===== src/rtl/slrg_pkg.sv =====
// Package: shared constants and types for the shuffled Lehmer random generator.
`timescale 1ns / 1ps
`default_nettype none

package slrg_pkg;

  // Shuffle table geometry
  localparam int unsigned TBL_DEPTH = 32;
  localparam int unsigned TBL_AW    = $clog2(TBL_DEPTH);

  // Field widths
  localparam int unsigned SEED_W = 32;
  localparam int unsigned DRAW_W = 31;
  localparam int unsigned MULT_W = 15;
  localparam int unsigned PROD_W = SEED_W + MULT_W;

  // Generator constants: x <- 16807 * x mod (2^31 - 1)
  localparam logic [MULT_W-1:0] LEHMER_MULT  = 15'd16807;
  localparam logic [SEED_W-1:0] LEHMER_MOD   = 32'h7FFF_FFFF;
  localparam logic [SEED_W-1:0] LEHMER_RESET = 32'd10634;

  // Slot select divides the previous output by a power of two
  localparam int unsigned SLOT_DIV   = 1 + (32'h7FFF_FFFE / TBL_DEPTH);
  localparam int unsigned SLOT_SHIFT = $clog2(SLOT_DIV);

  // Warm-up runs eight discarded steps ahead of the table fill
  localparam int unsigned WARM_STEPS = TBL_DEPTH + 8;
  localparam int unsigned CNT_W      = $clog2(WARM_STEPS + 1);

  // Input item modes
  localparam logic MODE_DRAW = 1'b0;
  localparam logic MODE_SEED = 1'b1;

  // Request to the generator step unit
  typedef struct packed {
    logic              en;
    logic [SEED_W-1:0] x;
  } step_req_t;

  // Request to the shuffle table memory
  typedef struct packed {
    logic              we;
    logic [TBL_AW-1:0] waddr;
    logic [DRAW_W-1:0] wdata;
    logic              re;
    logic [TBL_AW-1:0] raddr;
  } tbl_req_t;

endpackage

`default_nettype wire


===== src/rtl/slrg_in_if.sv =====
// Interfaces: input and result channels of the shuffled Lehmer random generator.
`timescale 1ns / 1ps
`default_nettype none

interface slrg_in_if;
  logic                                valid;
  logic                                ready;
  logic                                mode;
  logic signed [slrg_pkg::SEED_W-1:0] seed_value;

  modport source (output valid, output mode, output seed_value, input ready);
  modport sink   (input valid, input mode, input seed_value, output ready);
endinterface

interface slrg_out_if;
  logic                         valid;
  logic                         ready;
  logic [slrg_pkg::DRAW_W-1:0] draw;

  modport source (output valid, output draw, input ready);
  modport sink   (input valid, input draw, output ready);
endinterface

`default_nettype wire


===== src/rtl/slrg_lehmer_step.sv =====
// Generator step unit: registered multiply by 16807, then fold mod 2^31 - 1.
`timescale 1ns / 1ps
`default_nettype none

module slrg_lehmer_step (
  input  wire logic                         clk,
  input  wire slrg_pkg::step_req_t         req,
  output logic [slrg_pkg::DRAW_W-1:0]      step_val
);

  logic [slrg_pkg::PROD_W-1:0] prod_r;
  logic [slrg_pkg::SEED_W-1:0] fold_sum;
  logic [slrg_pkg::SEED_W-1:0] fold_sub;

  // Capture the product; it holds until the next request
  always_ff @(posedge clk) begin
    if (req.en) begin
      prod_r <= slrg_pkg::PROD_W'(req.x) * slrg_pkg::PROD_W'(slrg_pkg::LEHMER_MULT);
    end
  end

  // 2^31 = 1 mod M: add high part to low part, then one conditional subtract
  always_comb begin
    fold_sum = {1'b0, prod_r[slrg_pkg::DRAW_W-1:0]}
             + slrg_pkg::SEED_W'(prod_r[slrg_pkg::PROD_W-1:slrg_pkg::DRAW_W]);
    fold_sub = fold_sum - slrg_pkg::LEHMER_MOD;
    if (fold_sum >= slrg_pkg::LEHMER_MOD) begin
      step_val = fold_sub[slrg_pkg::DRAW_W-1:0];
    end else begin
      step_val = fold_sum[slrg_pkg::DRAW_W-1:0];
    end
  end

endmodule

`default_nettype wire


===== src/rtl/slrg_table_ram.sv =====
// Shuffle table memory: one write port, one read port with registered data.
`timescale 1ns / 1ps
`default_nettype none

module slrg_table_ram (
  input  wire logic                         clk,
  input  wire slrg_pkg::tbl_req_t          req,
  output logic [slrg_pkg::DRAW_W-1:0]      rd_data
);

  logic [slrg_pkg::DRAW_W-1:0] mem [slrg_pkg::TBL_DEPTH];
  logic [slrg_pkg::DRAW_W-1:0] rd_data_r;

  // Write the entry and register the read
  always_ff @(posedge clk) begin
    if (req.we) begin
      mem[req.waddr] <= req.wdata;
    end
    if (req.re) begin
      rd_data_r <= mem[req.raddr];
    end
  end

  assign rd_data = rd_data_r;

endmodule

`default_nettype wire


===== src/rtl/slrg_ctrl.sv =====
// Sequencer: generator state, warm-up loop, table read-modify-write and result register.
`timescale 1ns / 1ps
`default_nettype none

module slrg_ctrl (
  input  wire logic                         clk,
  input  wire logic                         rst_n,
  slrg_in_if.sink                           in_ch,
  slrg_out_if.source                        out_ch,
  output slrg_pkg::step_req_t              step_req,
  input  wire logic [slrg_pkg::DRAW_W-1:0] step_val,
  output slrg_pkg::tbl_req_t               tbl_req,
  input  wire logic [slrg_pkg::DRAW_W-1:0] rd_data
);

  typedef enum logic [4:0] {
    ST_IDLE = 5'b00001,
    ST_WMUL = 5'b00010,
    ST_WRED = 5'b00100,
    ST_DMUL = 5'b01000,
    ST_FIN  = 5'b10000
  } state_t;

  state_t                       state_r,     state_nxt;
  logic [slrg_pkg::SEED_W-1:0]  lehmer_r,    lehmer_nxt;
  logic [slrg_pkg::DRAW_W-1:0]  last_r,      last_nxt;
  logic [slrg_pkg::CNT_W-1:0]   cnt_r,       cnt_nxt;
  logic [slrg_pkg::SEED_W-1:0]  x_r,         x_nxt;
  logic                         out_valid_r, out_valid_nxt;
  logic [slrg_pkg::DRAW_W-1:0]  out_draw_r,  out_draw_nxt;

  logic                         accept;
  logic                         draw_acc;
  logic                         need_warm;
  logic                         out_free;
  logic [slrg_pkg::DRAW_W-1:0]  slot_full;
  logic [slrg_pkg::TBL_AW-1:0]  slot;
  logic [slrg_pkg::CNT_W-1:0]   cnt_dec;

  assign in_ch.ready  = (state_r == ST_IDLE);
  assign out_ch.valid = out_valid_r;
  assign out_ch.draw  = out_draw_r;

  assign accept    = in_ch.valid && in_ch.ready;
  assign draw_acc  = accept && (in_ch.mode == slrg_pkg::MODE_DRAW);
  assign need_warm = lehmer_r[slrg_pkg::SEED_W-1] || (lehmer_r == '0) || (last_r == '0);
  assign out_free  = !out_valid_r || out_ch.ready;
  assign cnt_dec   = cnt_r - slrg_pkg::CNT_W'(1);

  // Pick the slot from the top bits of the previous output, clamped to the table
  always_comb begin
    slot_full = last_r >> slrg_pkg::SLOT_SHIFT;
    if (slot_full >= slrg_pkg::DRAW_W'(slrg_pkg::TBL_DEPTH)) begin
      slot = slrg_pkg::TBL_AW'(slrg_pkg::TBL_DEPTH - 1);
    end else begin
      slot = slot_full[slrg_pkg::TBL_AW-1:0];
    end
  end

  // Next-state logic; reads and writes of the table never overlap in one cycle
  always_comb begin
    state_nxt     = state_r;
    lehmer_nxt    = lehmer_r;
    last_nxt      = last_r;
    cnt_nxt       = cnt_r;
    x_nxt         = x_r;
    out_valid_nxt = out_valid_r && !out_ch.ready;
    out_draw_nxt  = out_draw_r;

    step_req.en   = 1'b0;
    step_req.x    = (state_r == ST_WMUL) ? x_r : lehmer_r;

    tbl_req.we    = 1'b0;
    tbl_req.waddr = slot;
    tbl_req.wdata = step_val;
    tbl_req.re    = 1'b0;
    tbl_req.raddr = slot;

    case (state_r)
      ST_IDLE: begin
        if (accept && (in_ch.mode == slrg_pkg::MODE_SEED)) begin
          lehmer_nxt = in_ch.seed_value;
        end else if (draw_acc && need_warm) begin
          // Seed becomes max(1, -seed)
          x_nxt     = lehmer_r[slrg_pkg::SEED_W-1] ? (~lehmer_r + slrg_pkg::SEED_W'(1))
                                                    : slrg_pkg::SEED_W'(1);
          cnt_nxt   = slrg_pkg::CNT_W'(slrg_pkg::WARM_STEPS);
          state_nxt = ST_WMUL;
        end else if (draw_acc) begin
          step_req.en = 1'b1;
          tbl_req.re  = 1'b1;
          state_nxt   = ST_FIN;
        end
      end
      ST_WMUL: begin
        step_req.en = 1'b1;
        state_nxt   = ST_WRED;
      end
      ST_WRED: begin
        // Advance the seed; the last TBL_DEPTH values fill the table top down
        x_nxt         = {1'b0, step_val};
        cnt_nxt       = cnt_dec;
        tbl_req.we    = (cnt_r <= slrg_pkg::CNT_W'(slrg_pkg::TBL_DEPTH));
        tbl_req.waddr = cnt_dec[slrg_pkg::TBL_AW-1:0];
        if (cnt_r == slrg_pkg::CNT_W'(1)) begin
          lehmer_nxt = {1'b0, step_val};
          last_nxt   = step_val;
          state_nxt  = ST_DMUL;
        end else begin
          state_nxt  = ST_WMUL;
        end
      end
      ST_DMUL: begin
        step_req.en = 1'b1;
        tbl_req.re  = 1'b1;
        state_nxt   = ST_FIN;
      end
      ST_FIN: begin
        // Hold until the result register is free, then swap the entry
        if (out_free) begin
          tbl_req.we    = 1'b1;
          out_valid_nxt = 1'b1;
          out_draw_nxt  = rd_data;
          last_nxt      = rd_data;
          lehmer_nxt    = {1'b0, step_val};
          state_nxt     = ST_IDLE;
        end
      end
      default: begin
        state_nxt = ST_IDLE;
      end
    endcase
  end

  // Control state
  always_ff @(posedge clk) begin
    if (!rst_n) begin
      state_r     <= ST_IDLE;
      lehmer_r    <= slrg_pkg::LEHMER_RESET;
      last_r      <= '0;
      cnt_r       <= '0;
      out_valid_r <= 1'b0;
    end else begin
      state_r     <= state_nxt;
      lehmer_r    <= lehmer_nxt;
      last_r      <= last_nxt;
      cnt_r       <= cnt_nxt;
      out_valid_r <= out_valid_nxt;
    end
  end

  // Payload registers
  always_ff @(posedge clk) begin
    x_r        <= x_nxt;
    out_draw_r <= out_draw_nxt;
  end

endmodule

`default_nettype wire


===== src/rtl/shuffled_lehmer_random_generator.sv =====
// Top level: shuffled Lehmer random generator with a 32-entry shuffle table.
// Each draw transaction returns one shuffled value of the minimal standard generator
// x <- 16807 * x mod (2^31 - 1); a seed transaction (mode 1) loads the generator value and
// returns nothing. In a draw, the multiply is registered in the step unit and the table
// entry is read, then the product is folded and the entry swapped for the fresh value.
// When the stored seed is zero or negative, or after reset, a draw first runs a warm-up
// of 40 generator steps through the shared step unit, filling the table. The result sits
// in an output register; a draw that finds it still occupied waits for it to be taken.
`timescale 1ns / 1ps
`default_nettype none

module shuffled_lehmer_random_generator (
  input  wire logic  clk,
  input  wire logic  rst_n,
  slrg_in_if.sink    in_ch,
  slrg_out_if.source out_ch
);

  slrg_pkg::step_req_t         step_req;
  slrg_pkg::tbl_req_t          tbl_req;
  logic [slrg_pkg::DRAW_W-1:0] step_val;
  logic [slrg_pkg::DRAW_W-1:0] rd_data;

  // Sequencer and state
  slrg_ctrl u_ctrl (
    .clk      (clk),
    .rst_n    (rst_n),
    .in_ch    (in_ch),
    .out_ch   (out_ch),
    .step_req (step_req),
    .step_val (step_val),
    .tbl_req  (tbl_req),
    .rd_data  (rd_data)
  );

  // Generator step unit
  slrg_lehmer_step u_step (
    .clk      (clk),
    .req      (step_req),
    .step_val (step_val)
  );

  // Shuffle table
  slrg_table_ram u_table (
    .clk     (clk),
    .req     (tbl_req),
    .rd_data (rd_data)
  );

endmodule

`default_nettype wire


===== src/flat_wrapper.sv =====
// flat-port wrapper written by rule: the top's interface ports become plain ports
module shuffled_lehmer_random_generator_flat 
  (clk, rst_n, in_ch_valid, in_ch_mode, in_ch_seed_value, in_ch_ready, out_ch_valid, out_ch_draw, out_ch_ready);
  slrg_in_if in_ch_i ();
  slrg_out_if out_ch_i ();
  input  wire logic clk;
  input  wire logic rst_n;
  input wire logic [$bits(in_ch_i.valid)-1:0] in_ch_valid;
  input wire logic [$bits(in_ch_i.mode)-1:0] in_ch_mode;
  input wire logic [$bits(in_ch_i.seed_value)-1:0] in_ch_seed_value;
  output wire logic [$bits(in_ch_i.ready)-1:0] in_ch_ready;
  output wire logic [$bits(out_ch_i.valid)-1:0] out_ch_valid;
  output wire logic [$bits(out_ch_i.draw)-1:0] out_ch_draw;
  input wire logic [$bits(out_ch_i.ready)-1:0] out_ch_ready;
  assign in_ch_i.valid = in_ch_valid;
  assign in_ch_i.mode = in_ch_mode;
  assign in_ch_i.seed_value = in_ch_seed_value;
  assign in_ch_ready = in_ch_i.ready;
  assign out_ch_valid = out_ch_i.valid;
  assign out_ch_draw = out_ch_i.draw;
  assign out_ch_i.ready = out_ch_ready;
  shuffled_lehmer_random_generator u_core (.clk(clk), .rst_n(rst_n), .in_ch(in_ch_i), .out_ch(out_ch_i));
endmodule

===== config.mk =====
export PLATFORM = sky130hd
export DESIGN_NAME = shuffled_lehmer_random_generator_flat
export DESIGN_NICKNAME = d
export VERILOG_FILES = /design/src/rtl/slrg_pkg.sv /design/src/rtl/slrg_in_if.sv /design/src/rtl/slrg_lehmer_step.sv /design/src/rtl/slrg_table_ram.sv /design/src/rtl/slrg_ctrl.sv /design/src/rtl/shuffled_lehmer_random_generator.sv /design/src/flat_wrapper.sv
export SDC_FILE = /design/constraint.sdc
export NUM_CORES = 2
export LEC_CHECK = 0
export BUFFER_PORTS_ARGS = -buffer_cell sky130_fd_sc_hd__buf_2
export CAP_MARGIN = 20
export CORE_MARGIN = 3
export CORE_UTILIZATION = 60
export CTS_CLUSTER_SIZE = 16
export DETAILED_ROUTE_END_ITERATION = 10
export PLACE_DENSITY = 0.85
export SYNTH_ARGS = -nofsm -noshare
export SYNTH_HDL_FRONTEND = slang
export SYNTH_SLANG_ARGS = --single-unit

===== constraint.sdc =====
create_clock -name clk -period 9.3 [get_ports clk]
set_clock_uncertainty 0.05 [all_clocks]
set_input_delay 1.86 -clock clk [delete_from_list [all_inputs] [get_ports clk]]
set_output_delay 1.86 -clock clk [all_outputs]
set_load 0.1 [all_outputs]

# Word level (Yosys, flattened, before mapping)
# Memories as Yosys holds them, arrays and structs flattened. A register that Yosys moved wholly into a read port is not among the register bits.
# Cells that the tools add are included.
# totals
ram_bits	992
output_inout_bits	33
elab_cells	87
ff_bits	185
inputBits	37
n_memories	1
# classes
order_cmp	3
n_addsub	4
bitwise	2
mul	1
reduce_logical	21
eq_ne	12
mux	35
# memory_table
name	depth	word_bits	read_ports	rd_clocked_by_memory_dff	wr	line_no	text
u_core.u_table.mem	32	31	1	1	1	slrg_table_ram.sv:11	logic [slrg_pkg::DRAW_W-1:0] mem [slrg_pkg::TBL_DEPTH];
# ops
cell	n
$mux 32	7
$pmux 32 s3	1
$mux 31	3
$pmux 32 s2	1
$pmux 31 s2	1
$mul 32x15->47 const B	1
$add 31x16->32	1
$add 32x1->32 const B	1
$ge 32x31->1 const B	1
$logic_not 32->1	1
$not 32->32	1
$logic_not 31->1	1
$sub 31x31->31 const B	1
$mux 5	6
$pmux 5 s5	1
$mux 6	2
$pmux 6 s2	1
$reduce_and 3->1	3
$mux 1	8
$eq 6x1->1 const B	1
$ge 5x6->1 const B	1
$le 6x6->1 const B	1
$ne 2x2->1 const B	3
$pmux 1 s2	3
other kinds (18)	27

# Longest topological paths before layout
# logic_depth
word_depth	7
depth_mapped	30
ltp_nobuf	28

# Cells and area by module
# Synthesis repeated with hierarchy kept, for this count alone.
# hier_totals
cells_unflattened	4063
hier_area_um2	58009.4
# by_module_without_submodules
module	instances	area_each_um2	cells_per_inst	seq_area_each_um2
slrg_table_ram	1	39474.1	2192	30719.5
slrg_lehmer_step	1	11219.5	1204	1411.4
slrg_ctrl	1	7315.8	667	3393.3

# Worst setup path after synthesis
# OpenSTA, ideal clock, no wires.
# synth_timing
path_type	register to register
from	reg u_core.u_ctrl.state_r[4]
to	reg u_core.u_step.prod_r[43] in the netlist's numbering (data pin)
path_buffers	1
period_less_slack_ns	7.100
arrival_ns	6.791
stages_incl_launch_ff	27
required_ns	8.991
setup_slack_ns	2.200
setup_ns	0.259
path_cell_list	dfxtp_1 -> nor2_1 -> nand3_1 -> clkbuf_1 -> mux2i_1 -> inv_1 -> fa_1 -> ha_1 -> fa_1 -> inv_1 -> fa_1 -> inv_1 -> fa_1 -> inv_1 -> fa_1 -> inv_1 -> ha_1 -> a21oi_1 -> o21bai_1 -> a221o_1 -> a2111oi_0 -> o21ai_0 -> nand3_1 -> a21boi_0 -> o21a_1 -> nor2_1 -> xnor2_1
# synth_via
elab_chain_cells	3
# synth_lines
item	line_no	text
start, declared	slrg_ctrl.sv:24	state_t state_r, state_nxt;
start signal, assigned	slrg_ctrl.sv:144	state_r <= state_nxt;
$eq 5x2->1	slrg_ctrl.sv:71	step_req.x = (state_r == ST_WMUL) ? x_r : lehmer_r;
$mux 32	slrg_ctrl.sv:71	
$mul 32x15->47	slrg_lehmer_step.sv:18	prod_r <= slrg_pkg::PROD_W'(req.x) * slrg_pkg::PROD_W'(slrg_pkg::LEHMER_MULT);
end signal, assigned	slrg_lehmer_step.sv:18	
end, declared	slrg_lehmer_step.sv:11	logic [slrg_pkg::PROD_W-1:0] prod_r;
# No other way between the ends.
# A chain may end at the register's enable or synchronous reset.

# Worst setup path after layout
# Ends and elaborated chain as after synthesis.

==> summary.txt <==
Clock network
  • Root Driver: clkbuf_16
  • CTS Hold Buffers Added: 0
  • Clk Latency, worst-skew pair: 0.71 ns
  • Clock-pin slew on the worst setup and hold paths: 0.07 ns
  • Clock tree sinks: 1208
  • H-Tree Depth: 3
  • Setup Fix Bufs, Post-CTS: 0
  • Post-cts sizing count: 0
  • Longest Clk Path Bufs: 3
  • Total CTS buffers: 115
  • CTS tree: yes

Timing
  • Worst hold slack: 0.407 ns
  • Period utilisation layout: 89.6%
  • Minimum clock period after layout: 8.33 ns
  • Fin. Hold Viols: 0
  • Count of final max-slew check failures: 0
  • Fmax: 120 MHz
  • RSZ-0062 raised after global routing: false
  • Slew HR: 20.3%
  • Worst-margin pin slew: 1.20 ns
  • Finish-stage setup viols: 0
  • Setup TNS: 0 ns

Final layout
  • Commonest non-fill, non-tap cell in the layout: edfxtp_1
  • Fin util: 67.9%
  • Commonest cells after routing, fill and taps aside: 1133 x edfxtp_1, 322 x inv_1, 310 x mux4_2
  • Nets@finish: 3970
  • Layout cell share with drive strength beyond 1: 21.1%
  • Fill count: 5831
  • Fin area: 0.0629 mm^2
  • P&R area growth vs syn: 11.2%

Floorplan
  • Core ar.: 0.0926 mm^2
  • Die ar.: 0.0980 mm^2
  • Top-level port count: 70
  • Die Height: 313 um
  • Width of the die: 313 um
  • Cell Rows: 111
  • Effective utilization at floorplan: 61.1%

Synth
  • Yosys warns: 0
  • Synthesized area per cell: 16.3 um^2
  • Register area share after synthesis: 62.8%
  • Cell count after synthesis: 3466
  • Yosys reg bits: 1208
  • Synth cell types: 98
  • Dominant synthesized flop cell: edfxtp_1
  • Synthesized area: 0.0566 mm^2
  • Async S/R FF share, synth: 0%
  • Synthesized Nets: 3835
  • Post-synth EDFFs: 1133

Place
  • Placed cell areas: 0.0589 mm^2
  • Port Buffer Count: 69
  • GP Congestion: 0.964
  • Dpl hpwl: 94.0 mm

Drt
  • Vias per cell: 6.88
  • Post-route ant nets: 0
  • 1st-iter DRT viols: 5402
  • DRC viols: 0
  • Total Wirelength: 163 mm
  • First-pass iteration count of the detailed router: 8
  • Routed wire length per instance: 33.0 um
  • Total number of vias: 34000

Pwr
  • Leak pwr: 0.0221 uW
  • PwrDens: 235 mW/mm^2
  • Pwr Total: 14800 uW
  • Max VDD drop: 0.000179 V

Setup path
  • CP Launch Type: flip-flop
  • Req. time, crit path: 9.70 ns
  • Crit path max fanout: 16
  • Arr. time, crit path: 8.73 ns
  • Worst setup EP type: flip-flop
  • Critical path type: reg -> reg

Global routing
  • Initial antenna violation count: 6
  • First-pass GRT wire length: 231 mm
  • GR Overflow Total: 0
  • GR Util All Layers: 32.9%
  • Vias in the first global route: 33800
  • Largest net degree at the start of global routing: 169

Outcome
  • Status: finished clean

Hold path
  • Hold Path Class: reg -> reg

Flow run
  • Max-Cap Viols: 0
cell families (layout without fill, tap and decap cells):
logic type      Yosys count  count (layout)  synth area share [%]
simple gates            575             575                  4.97
other cells               0               6                     0
mux                     361             361                  13.3
compound gates          394             394                  4.50
xor+xnor                135             135                  2.14
flops                  1208            1208                  62.8
buf+inv                 461             690                  3.19
fa+ha+maj               332             332                  9.08
layout make-up:
type | instances | area [um^2] | area share, %
diodes | 6 | 15.0 | 0.0239
clock buffers | 143 | 3160 | 5.02
clock inverters | 68 | 711 | 1.13
inverters | 324 | 1220 | 1.93
multi-input cells | 1797 | 19600 | 31.1
flip-flops and latches | 1208 | 35500 | 56.5
well taps | 1243 | 1560 | 2.47
repair buffers | 155 | 1130 | 1.79
Yosys cell counts, types with 12 or more instances:
library cell	n	share of area (%)
a21o_1	31	0.41
a21oi_1	126	1.1
a31oi_1	26	0.29
and2_1	12	0.13
and3_1	25	0.28
buf_1	24	0.16
clkbuf_1	103	0.68
dfxtp_1	75	2.7
edfxtp_1	1133	60
fa_1	131	4.6
ha_1	201	4.4
inv_1	323	2.1
mux2_2	31	0.62
mux2i_1	20	0.35
mux4_2	310	12
nand2_1	182	1.2
nand3_1	56	0.50
nand4_1	17	0.19
nor2_1	137	0.91
nor2b_1	17	0.19
nor3_1	38	0.34
nor4_1	17	0.19
o211ai_1	12	0.16
o21ai_0	72	0.64
o21bai_1	12	0.16
or3_1	12	0.13
xnor2_1	86	1.3
xor2_1	46	0.71
report_power, final:
part / internal, uW / total (uW) / switching (uW)
logic: 1380 / 3650 / 2270
clock network: 2750 / 4850 / 2100
registers: 6230 / 6270 / 38.7
total: 10400 / 14800 / 4410
metal layers:
layer,global-route usage (%),up-vias,wire [um]
met1,42.6,17000,54800
met5,0.198,-,12
met4,16.3,2,9710
li1,-,13500,-
met2,52.5,2880,78500
met3,8.26,594,20000
per-stage QoR:
| stage | instances | setup WS, ns |
|---|---|---|
| after detailed placement | 4721 | 1.14 |
| final | 4944 | 0.970 |
| after global placement | 4721 | 1.27 |
| after CTS | 4932 | 1.10 |
| after floorplan | 3466 | 2.20 |
| after global routing | 4938 | 0.562 |
state kept, by name, summed over array words and instances (netlist names), 6 cells and up:
register and count:
u_core.u_ctrl.lehmer_r 32, u_core.u_ctrl.out_ch.draw 31, u_core.u_table.mem 992, u_core.u_ctrl.last_r 31, u_core.u_ctrl.x_r 32, u_core.u_table.rd_data 31
u_core.u_step.prod_r 47, u_core.u_ctrl.cnt_r 6
worst paths after layout:
| path | cells after the start | startpoint | to | slack (ns) |
|---|---|---|---|---|
| worst max-delay path | 25 | u_core.u_ctrl.state_r[4] | u_core.u_step.prod_r[43] | 0.97 |
| worst min-delay path | 0 | u_core.u_table.rd_data[24] | u_core.u_ctrl.out_ch.draw[24] | 0.41 |
| worst min register to register | 0 | u_core.u_table.rd_data[24] | u_core.u_ctrl.out_ch.draw[24] | 0.41 |
| worst max register to register | 25 | u_core.u_ctrl.state_r[4] | u_core.u_step.prod_r[43] | 0.97 |
worst max-delay path, cell delays in order, from the launching register on:
cell and delay (ns):
dfxtp_1 0.34, nor2_1 0.20, nand3_2 0.46, mux2i_1 0.89, inv_1 0.39, fa_1 0.58, and2_1 0.19, fa_1 0.54
inv_1 0.06, fa_1 0.52, inv_1 0.05, fa_1 0.47, inv_1 0.05, fa_1 0.48, inv_1 0.05, ha_1 0.34
a21oi_1 0.19, o21bai_1 0.08, a221o_1 0.44, a2111oi_0 0.66, o21ai_0 0.32, nand3_1 0.16, a21boi_0 0.17, o21a_1 0.21
nor2_1 0.11, xnor2_1 0.08
Power figures use the tool's default switching activity.
